## src/sv/rar_pkg.sv

```systemverilog
`timescale 1ns / 1ps
// ----------------------------------------------------------------------------
// rar_pkg
// Shared widths, payload types and controller/datapath interface structs for
// the rational add and reduce block.
// ----------------------------------------------------------------------------
package rar_pkg;

  localparam int IN_WIDTH = 16;
  localparam int PROD_W   = 2 * IN_WIDTH;
  localparam int NUM_W    = 2 * IN_WIDTH + 1;
  localparam int DEN_W    = 2 * IN_WIDTH - 1;
  localparam int CNT_W    = $clog2(PROD_W);
  localparam int SHIFT_W  = $clog2(PROD_W + 1);

  typedef struct packed {
    logic signed [IN_WIDTH-1:0] a_numerator;
    logic signed [IN_WIDTH-1:0] a_denominator;
    logic signed [IN_WIDTH-1:0] b_numerator;
    logic signed [IN_WIDTH-1:0] b_denominator;
  } in_item_t;

  typedef struct packed {
    logic signed [NUM_W-1:0] sum_numerator;
    logic        [DEN_W-1:0] sum_denominator;
    logic                    zero_denominator_error;
  } out_item_t;

  typedef enum logic [1:0] {
    MUL_P1  = 2'd0,
    MUL_P2  = 2'd1,
    MUL_DEN = 2'd2
  } mul_sel_t;

  typedef struct packed {
    logic     load;
    logic     mul_en;
    mul_sel_t mul_sel;
    logic     sum;
    logic     gcd_init;
    logic     shift_both;
    logic     shift_x;
    logic     gcd_step;
    logic     div_init;
    logic     div_step;
  } cmd_t;

  typedef struct packed {
    logic zero_den;
    logic num_zero;
    logic both_even;
    logic x_even;
    logic y_zero;
    logic div_last;
  } status_t;

endpackage

```

## src/sv/rational_add_reduce.sv

```systemverilog
`timescale 1ns / 1ps
// ----------------------------------------------------------------------------
// rational_add_reduce
// Adds two signed fractions and reduces the sum to lowest terms.
// ----------------------------------------------------------------------------
// One item at a time: start is taken when busy is low, and the result beat
// appears on result with done high for exactly one cycle; the receiver cannot
// stall it, so it must take the beat in that cycle. An item with a zero
// denominator or a zero sum skips the gcd loop and the dividers. Otherwise
// the binary gcd loop, at one shift or subtract per cycle, and the 32-step
// restoring dividers set how long an item takes. The denominator is always
// positive and the sign sits on the numerator.
// ----------------------------------------------------------------------------
module rational_add_reduce (
  input  logic               clk,
  input  logic               rst,
  input  logic               start,
  input  rar_pkg::in_item_t  operands,
  output logic               busy,
  output logic               done,
  output rar_pkg::out_item_t result
);

  rar_pkg::cmd_t    cmd;
  rar_pkg::status_t status;

  rar_ctrl u_ctrl (
    .clk    (clk),
    .rst    (rst),
    .start  (start),
    .status (status),
    .cmd    (cmd),
    .busy   (busy),
    .done   (done)
  );

  rar_datapath u_datapath (
    .clk      (clk),
    .operands (operands),
    .cmd      (cmd),
    .status   (status),
    .result   (result)
  );

endmodule

```

## src/sv/rar_datapath.sv

```systemverilog
`timescale 1ns / 1ps
// ----------------------------------------------------------------------------
// rar_datapath
// Operand split, shared multiplier, signed sum, binary gcd registers and two
// restoring dividers that reduce numerator and denominator.
// ----------------------------------------------------------------------------
module rar_datapath (
  input  logic               clk,
  input  rar_pkg::in_item_t  operands,
  input  rar_pkg::cmd_t      cmd,
  output rar_pkg::status_t   status,
  output rar_pkg::out_item_t result
);

  localparam int W  = rar_pkg::IN_WIDTH;
  localparam int PW = rar_pkg::PROD_W;

  logic [W-1:0]  an, ad, bn, bd;
  logic          an_neg, ad_neg, bn_neg, bd_neg;
  logic [PW-1:0] p1, p2, dmag, nmag;
  logic          nneg;
  logic [PW-1:0] x, y;
  logic [rar_pkg::SHIFT_W-1:0] shift;
  logic [PW-1:0] g;
  logic [PW-1:0] rem_n, rem_d, q_n, q_d;
  logic [rar_pkg::CNT_W-1:0] cnt;

  logic [W-1:0]  mul_a, mul_b;
  logic [PW-1:0] product;
  logic          s1, s2;
  logic [PW:0]   trial_n, trial_d;
  logic          rneg;
  logic [rar_pkg::NUM_W-1:0] num_ext;

  function automatic logic [W-1:0] magnitude(input logic [W-1:0] v);
    magnitude = v[W-1] ? (~v + {{(W-1){1'b0}}, 1'b1}) : v;
  endfunction

  always_comb begin
    case (cmd.mul_sel)
      rar_pkg::MUL_P1: begin
        mul_a = an;
        mul_b = bd;
      end
      rar_pkg::MUL_P2: begin
        mul_a = bn;
        mul_b = ad;
      end
      default: begin
        mul_a = ad;
        mul_b = bd;
      end
    endcase
  end

  assign product = {{W{1'b0}}, mul_a} * {{W{1'b0}}, mul_b};

  assign s1 = (an_neg ^ bd_neg) && (p1 != '0);
  assign s2 = (bn_neg ^ ad_neg) && (p2 != '0);

  assign trial_n = {rem_n, q_n[PW-1]};
  assign trial_d = {rem_d, q_d[PW-1]};

  always_ff @(posedge clk) begin
    if (cmd.load) begin
      an     <= magnitude(operands.a_numerator);
      ad     <= magnitude(operands.a_denominator);
      bn     <= magnitude(operands.b_numerator);
      bd     <= magnitude(operands.b_denominator);
      an_neg <= operands.a_numerator[W-1];
      ad_neg <= operands.a_denominator[W-1];
      bn_neg <= operands.b_numerator[W-1];
      bd_neg <= operands.b_denominator[W-1];
    end

    if (cmd.mul_en) begin
      case (cmd.mul_sel)
        rar_pkg::MUL_P1: p1   <= product;
        rar_pkg::MUL_P2: p2   <= product;
        default:         dmag <= product;
      endcase
    end

    if (cmd.sum) begin
      if (s1 == s2) begin
        nmag <= p1 + p2;
        nneg <= s1;
      end else if (p1 >= p2) begin
        nmag <= p1 - p2;
        nneg <= s1;
      end else begin
        nmag <= p2 - p1;
        nneg <= s2;
      end
    end

    if (cmd.gcd_init) begin
      x     <= nmag;
      y     <= dmag;
      shift <= '0;
    end else if (cmd.shift_both) begin
      x     <= x >> 1;
      y     <= y >> 1;
      shift <= shift + 1'b1;
    end else if (cmd.shift_x) begin
      x <= x >> 1;
    end else if (cmd.gcd_step) begin
      // odd x: shift out the zeros of y first, else subtract the smaller
      if (!y[0]) begin
        y <= y >> 1;
      end else if (x > y) begin
        x <= y;
        y <= x - y;
      end else begin
        y <= y - x;
      end
    end

    if (cmd.div_init) begin
      g     <= x << shift;
      rem_n <= '0;
      rem_d <= '0;
      q_n   <= nmag;
      q_d   <= dmag;
      cnt   <= '0;
    end else if (cmd.div_step) begin
      cnt <= cnt + 1'b1;
      if (trial_n >= {1'b0, g}) begin
        rem_n <= PW'(trial_n - {1'b0, g});
        q_n   <= {q_n[PW-2:0], 1'b1};
      end else begin
        rem_n <= trial_n[PW-1:0];
        q_n   <= {q_n[PW-2:0], 1'b0};
      end
      if (trial_d >= {1'b0, g}) begin
        rem_d <= PW'(trial_d - {1'b0, g});
        q_d   <= {q_d[PW-2:0], 1'b1};
      end else begin
        rem_d <= trial_d[PW-1:0];
        q_d   <= {q_d[PW-2:0], 1'b0};
      end
    end
  end

  assign status.zero_den  = (ad == '0) || (bd == '0);
  assign status.num_zero  = (nmag == '0);
  assign status.both_even = !(x[0] | y[0]);
  assign status.x_even    = !x[0];
  assign status.y_zero    = (y == '0);
  assign status.div_last  = (cnt == rar_pkg::CNT_W'(PW - 1));

  // sign goes to the numerator
  assign rneg    = nneg ^ (ad_neg ^ bd_neg);
  assign num_ext = {1'b0, q_n};

  always_comb begin
    if (status.zero_den || status.num_zero) begin
      result.sum_numerator   = '0;
      result.sum_denominator = rar_pkg::DEN_W'(1);
    end else begin
      result.sum_numerator   = rneg ? (~num_ext + 1'b1) : num_ext;
      result.sum_denominator = q_d[rar_pkg::DEN_W-1:0];
    end
    result.zero_denominator_error = status.zero_den;
  end

endmodule

```

## src/sv/rar_ctrl.sv

```systemverilog
`timescale 1ns / 1ps
// ----------------------------------------------------------------------------
// rar_ctrl
// Sequencer for the rational add and reduce block: multiplies, sum, binary gcd
// loop and divider iterations, then a one-cycle result beat.
// ----------------------------------------------------------------------------
module rar_ctrl (
  input  logic             clk,
  input  logic             rst,
  input  logic             start,
  input  rar_pkg::status_t status,
  output rar_pkg::cmd_t    cmd,
  output logic             busy,
  output logic             done
);

  typedef enum logic [11:0] {
    S_IDLE     = 12'b000000000001,
    S_MUL_A    = 12'b000000000010,
    S_MUL_B    = 12'b000000000100,
    S_MUL_D    = 12'b000000001000,
    S_SUM      = 12'b000000010000,
    S_CHECK    = 12'b000000100000,
    S_GCD_COM  = 12'b000001000000,
    S_GCD_XODD = 12'b000010000000,
    S_GCD_LOOP = 12'b000100000000,
    S_DIV_INIT = 12'b001000000000,
    S_DIV      = 12'b010000000000,
    S_DONE     = 12'b100000000000
  } state_t;

  state_t state, state_next;

  always_ff @(posedge clk) begin
    if (rst) begin
      state <= S_IDLE;
    end else begin
      state <= state_next;
    end
  end

  always_comb begin
    state_next = state;
    cmd        = '0;
    cmd.mul_sel = rar_pkg::MUL_P1;
    unique case (state)
      S_IDLE: begin
        if (start) begin
          cmd.load   = 1'b1;
          state_next = S_MUL_A;
        end
      end
      S_MUL_A: begin
        cmd.mul_en  = 1'b1;
        cmd.mul_sel = rar_pkg::MUL_P1;
        state_next  = S_MUL_B;
      end
      S_MUL_B: begin
        cmd.mul_en  = 1'b1;
        cmd.mul_sel = rar_pkg::MUL_P2;
        state_next  = S_MUL_D;
      end
      S_MUL_D: begin
        cmd.mul_en  = 1'b1;
        cmd.mul_sel = rar_pkg::MUL_DEN;
        state_next  = S_SUM;
      end
      S_SUM: begin
        cmd.sum    = 1'b1;
        state_next = S_CHECK;
      end
      S_CHECK: begin
        // zero denominator or zero sum skips the reduction
        if (status.zero_den || status.num_zero) begin
          state_next = S_DONE;
        end else begin
          cmd.gcd_init = 1'b1;
          state_next   = S_GCD_COM;
        end
      end
      S_GCD_COM: begin
        if (status.both_even) begin
          cmd.shift_both = 1'b1;
        end else begin
          state_next = S_GCD_XODD;
        end
      end
      S_GCD_XODD: begin
        if (status.x_even) begin
          cmd.shift_x = 1'b1;
        end else begin
          state_next = S_GCD_LOOP;
        end
      end
      S_GCD_LOOP: begin
        if (status.y_zero) begin
          state_next = S_DIV_INIT;
        end else begin
          cmd.gcd_step = 1'b1;
        end
      end
      S_DIV_INIT: begin
        cmd.div_init = 1'b1;
        state_next   = S_DIV;
      end
      S_DIV: begin
        cmd.div_step = 1'b1;
        if (status.div_last) begin
          state_next = S_DONE;
        end
      end
      S_DONE: begin
        state_next = S_IDLE;
      end
      default: begin
        state_next = S_IDLE;
      end
    endcase
  end

  assign busy = (state != S_IDLE);
  assign done = (state == S_DONE);

endmodule
```

## config.mk

```make
export PLATFORM = sky130hd
export DESIGN_NAME = rational_add_reduce
export DESIGN_NICKNAME = d
export VERILOG_FILES = /design/src/sv/rar_pkg.sv /design/src/sv/rational_add_reduce.sv /design/src/sv/rar_datapath.sv /design/src/sv/rar_ctrl.sv
export SDC_FILE = /design/constraint.sdc
export NUM_CORES = 2
export LEC_CHECK = 0
export BUFFER_PORTS_ARGS = -buffer_cell sky130_fd_sc_hd__buf_2
export CAP_MARGIN = 20
export CORE_AREA = 2 2 330 332
export DETAILED_ROUTE_END_ITERATION = 16
export DIE_AREA = 0 0 332 334
export SLEW_MARGIN = 20
export SYNTH_ARGS = -nofsm -noshare
export SYNTH_HDL_FRONTEND = slang
export SYNTH_SLANG_ARGS = --single-unit
```

## constraint.sdc

```tcl
create_clock -name clk -period 15.8 [get_ports clk]
set_input_delay 2.37 -clock clk [delete_from_list [all_inputs] [get_ports clk]]
set_output_delay 2.37 -clock clk [all_outputs]
set_load 0.01 [all_outputs]
```

==> results summary <==
After technology mapping, the gate count stands at 4769. The clock buffer count from CTS is 54. The number of violations of the max-capacitance limit is 0. Of the total power, registers draw 0.202. Cell internal power was estimated by the tool at 5.87 mW. The post-layout total power is 11.6 mW. The most common cell type on the critical path is sky130_fd_sc_hd__fa_1. The period utilization came out at 0.622.

In this run, synthesis inferred 357 flip-flops with an integrated enable. The max-slew violation count is 0. After global routing the overflow that remains totals 0. The insertion delay of the later-clocked pin in the worst-skew pair is 0.69 ns. By startpoint and endpoint, the worst setup path is classified as register to register. In the final layout, the share of cells above drive strength 1 is 0.0754. Data on the critical path arrives at its endpoint at 10.30 ns. The net switching component of the power came out at 5.73 mW. The die footprint came out at 111000 sq um. The largest driver fanout on the critical path came out at 29. The share of total power dissipated in combinational logic is 0.681.

The number of placement rows is 121. For this run, the register share of the synthesized area comes to 0.300. The clock transition at the register clock pins on the worst setup and hold paths after CTS is 0.06 ns. The number of sinks on the clock net is 444. The die outline height came out at 334 um. Of the total power, the share spent switching nets is 0.494. At the worst endpoint, the required time is 16.27 ns. The worst register-to-register path begins at u_ctrl.state[5]. The H-tree level count is 2.

The sum of negative setup slack came out at 0 ns. Setup violations remaining at the end of the flow were counted as 0. In this run, synthesis produced a sequential element count of 444.

The synthesized netlist occupies a cell area of 41600 sq um. For this design the ratio of total power to cell area is 255 nW/um^2. By area the synthesized netlist is led by sky130_fd_sc_hd__edfxtp_1, sky130_fd_sc_hd__ha_1, sky130_fd_sc_hd__fa_1. The detailed router placed 35600 vias in this run. The largest voltage drop on the vdd net came out at 412 uV. The clock network power share came out at 0.117. The maximum clock path buffer count is 3. In the routed layout, each cell is associated on average with a via count of 5.70. Before CTS, the worst setup slack after placement is 6.07 ns.

The number of global-route vias before repair is 34100. The run finished with clean final reports. The relative slew slack came out at 0.273. The largest stage delay on the critical path is 0.56 ns. The end of the worst register-to-register path is u_datapath.p2[30]. Clock tree synthesis selected as its root buffer the cell sky130_fd_sc_hd__clkbuf_16. The worst hold path begins at u_datapath.cnt[4]. Of the post-synthesis cell area, the dominant cell type holds 0.258. The number of filler instances in the final layout is 10900. The global-route wire length before repair came out at 210000 um.

The first TritonRoute pass finished after 6 iterations. The post-route minimum period is 9.83 ns. The area added between synthesis and finish is 9.39%.

The average instance area after synthesis came out at 8.72 sq um. The number of antenna violations at the first check in global routing came out at 1. The slack of the worst reg-to-reg path is 5.97 ns. The worst clock skew on the final layout is 0.0645 ns. STA classifies the critical path startpoint as a register. In this run, post-CTS repair resized a total of 0 instances.

The count of buffers from port buffering came out at 133. The sum of net half-perimeters after detailed placement is 110000 um. After detailed routing, the total wire length is 138000 um. The async set-or-reset flop fraction in the synthesized netlist is 0. Setup repair after global routing left no endpoint under its margin. The worst reg-to-reg path cell count is 32. The count of nets after finishing came out at 5386. STA classifies the critical path endpoint as a register. The kind of path behind the tightest hold check is register to register. The Yosys warning count came out at 0.

The count of cell types in the netlist came out at 90. The post-layout worst setup margin is 5.97 ns. The maximum achievable frequency is 0.102 GHz. The largest total area in the synthesized netlist belongs to sky130_fd_sc_hd__edfxtp_1.

The standard cell core area is 108000 sq um. The worst hold path terminates at u_datapath.cnt[4]. The cell count of the worst hold path came out at 2. The count of nets left with antenna violations once routing finished came out at 0. The final weighted congestion in routability-driven placement is 0.974. The remaining routing DRC violations is 0.

The total global-route track usage came out at 0.244. The post-CTS setup buffer count came out at 0. For this design, the CTS-stage hold fixing added 0 buffers. The number of hold violations in the final report was 0.

Pin placement for this block handled 134 I/O pins. The number of nets in the synthesized netlist is 5371. The per-cell routed wire length came out at 22.2 um. Among all flip-flop cells after synthesis, the most frequent one is sky130_fd_sc_hd__edfxtp_1.

The pin count of the biggest net entering global routing came out at 77. Among all stages on the critical path, the largest delay is contributed by sky130_fd_sc_hd__fa_1. The violation count after the first detailed-route iteration is 3217. The x dimension of the die is 332 um. The initial core utilization came out at 0.386. The actual transition at the worst max-transition pin came out at 1.06 ns.

For this design the static power due to leakage is 19.7 nW. TritonCTS built the clock tree.
==> stage by stage <==
stage	std cells	utilization	hold WS (ns)	instance area (sq um)
final	6242	0.422	0.462	45500
after global routing	6240	0.422	0.495	45500
after floorplan	4769	-	0.438	41600
after global placement	6141	0.404	0.448	43500
after detailed placement	6142	0.404	0.453	43500
after CTS	6240	0.422	0.463	45500
==> cells in the mapped netlist (all sizes together), types with 9 or more instances <==
library cell and n:
and2 54, nor4 65, mux2 18, o21ai 295
nand4 48, nor3 57, a21o 109, a22oi 9
nand2 607, o41ai 15, nor3b 11, o21a 42
a221oi 9, dfxtp 87, a21oi 382, nand3 78
o31a 9, edfxtp 357, a31oi 30, clkbuf 161
a211oi 37, o31ai 30, nor2b 33, or2 19
o22a 16, xnor2 158, o22ai 15, buf 57
ha 334, and3 21, o211ai 23, a221o 11
nor2 436, or3 31, inv 475, nand2b 51
mux4 24, xor2 65, a211o 14, o21bai 36
mux2i 116, fa 201
==> routing by layer <==
layer | part of all wire | up-vias | global-route usage
met4 | 0.036 | 0 | 0.0793
met3 | 0.068 | 239 | 0.0338
met2 | 0.45 | 1364 | 0.390
met5 | 0 | - | 0
li1 | - | 16700 | -
met1 | 0.45 | 17300 | 0.339
==> layout by cell type (no fill, tap or decap), types with 30 or more instances in the layout <==
cell / netlist / layout
sky130_fd_sc_hd__nor2_1: 436 / 431
sky130_fd_sc_hd__and2_1: 53 / 53
sky130_fd_sc_hd__clkbuf_16: 0 / 54
sky130_fd_sc_hd__buf_2: 34 / 133
sky130_fd_sc_hd__nor4_1: 64 / 64
sky130_fd_sc_hd__nand2_1: 607 / 606
sky130_fd_sc_hd__a21oi_1: 378 / 378
sky130_fd_sc_hd__dfxtp_1: 87 / 86
sky130_fd_sc_hd__nand3_1: 78 / 77
sky130_fd_sc_hd__o21ai_0: 275 / 274
sky130_fd_sc_hd__inv_1: 475 / 473
sky130_fd_sc_hd__nor3_1: 57 / 57
sky130_fd_sc_hd__mux2i_1: 116 / 116
sky130_fd_sc_hd__a211oi_1: 36 / 36
sky130_fd_sc_hd__buf_4: 1 / 44
sky130_fd_sc_hd__edfxtp_1: 357 / 357
sky130_fd_sc_hd__xor2_1: 65 / 63
sky130_fd_sc_hd__o21bai_1: 36 / 36
sky130_fd_sc_hd__nand2b_1: 51 / 51
sky130_fd_sc_hd__o31ai_1: 30 / 30
sky130_fd_sc_hd__o21a_1: 42 / 41
sky130_fd_sc_hd__nor2b_1: 33 / 32
sky130_fd_sc_hd__fa_1: 201 / 201
sky130_fd_sc_hd__or3_1: 31 / 31
sky130_fd_sc_hd__ha_1: 334 / 334
sky130_fd_sc_hd__xnor2_1: 158 / 157
sky130_fd_sc_hd__a31oi_1: 30 / 30
sky130_fd_sc_hd__a21o_1: 109 / 109
sky130_fd_sc_hd__nand4_1: 48 / 48
==> worst max-delay path by stage <==
stage | startpoint | to | slack (ns) | depth (start not counted)
6_report | u_ctrl.state[5] | u_datapath.p2[30] | 5.97 | 32
4_1_cts | u_ctrl.state[5] | u_datapath.p1[28] | 6.06 | 32
5_1_grt | u_ctrl.state[5] | u_datapath.p1[28] | 5.33 | 32
3_3_place_gp | u_ctrl.state[5] | u_datapath.dmag[28] | 6.17 | 32
2_1_floorplan | u_ctrl.state[5] | u_datapath.dmag[28] | 6.78 | 31
3_5_place_dp | u_ctrl.state[5] | u_datapath.dmag[28] | 6.07 | 32
==> power by group through the flow <==
stage	registers, mW	clock network [mW]	logic (mW)
5_1_grt	2.35	1.43	8.76
3_5_place_dp	2.37	0	7.81
3_3_place_gp	2.36	0	7.73
4_1_cts	2.34	1.39	7.87
2_1_floorplan	2.31	0	5.43
6_report	2.34	1.36	7.90
==> state kept, by name, summed over array words and instances (netlist names), 32 cells and up <==
| signal | count |
|---|---|
| u_datapath.nmag | 32 |
| u_datapath.rem_d | 32 |
| u_datapath.q_n | 32 |
| u_datapath.p1 | 32 |
| u_datapath.x | 32 |
| u_datapath.rem_n | 32 |
| u_datapath.y | 32 |
| u_datapath.q_d | 32 |
| u_datapath.dmag | 32 |
| u_datapath.g | 32 |
| u_datapath.p2 | 32 |
==> area by class of cell <==
cell class              instances  area (sq um)  share of cell area
multi-input cells            3631         26500               0.584
flip-flops and latches        444         12500               0.274
inverters                     476          1790              0.0393
well taps                    1414          1770              0.0389
clock buffers                  59          1370              0.0301
repair buffers                177           996              0.0219
clock inverters                39           556              0.0122
diodes                          2          5.00            0.000110
==> critical path: cells and delay by family, from the launching register on <==
| family | cells | cell delay, ns |
|---|---|---|
| adder cells (fa/ha/maj) | 7 | 3.33 |
| AND/OR/NAND/NOR | 8 | 2.12 |
| AO/OA/AOI/OAI | 8 | 2.00 |
| buffers and inverters | 8 | 1.46 |
| flip-flops | 1 | 0.39 |
| XOR/XNOR | 1 | 0.28 |
==> cells by family (layout without fill, tap and decap cells) <==
family / Yosys count / after routing / share of synthesized area
other: 0 / 2 / 0
multiplexers: 158 / 158 / 0.0458
buffers and inverters: 694 / 751 / 0.0648
XOR/XNOR: 223 / 223 / 0.0470
flip-flops: 444 / 444 / 0.300
AND/OR/NAND/NOR: 1549 / 1549 / 0.170
adder cells (fa/ha/maj): 535 / 535 / 0.197
AO/OA/AOI/OAI: 1166 / 1166 / 0.176
Power figures use the tool's default switching activity.
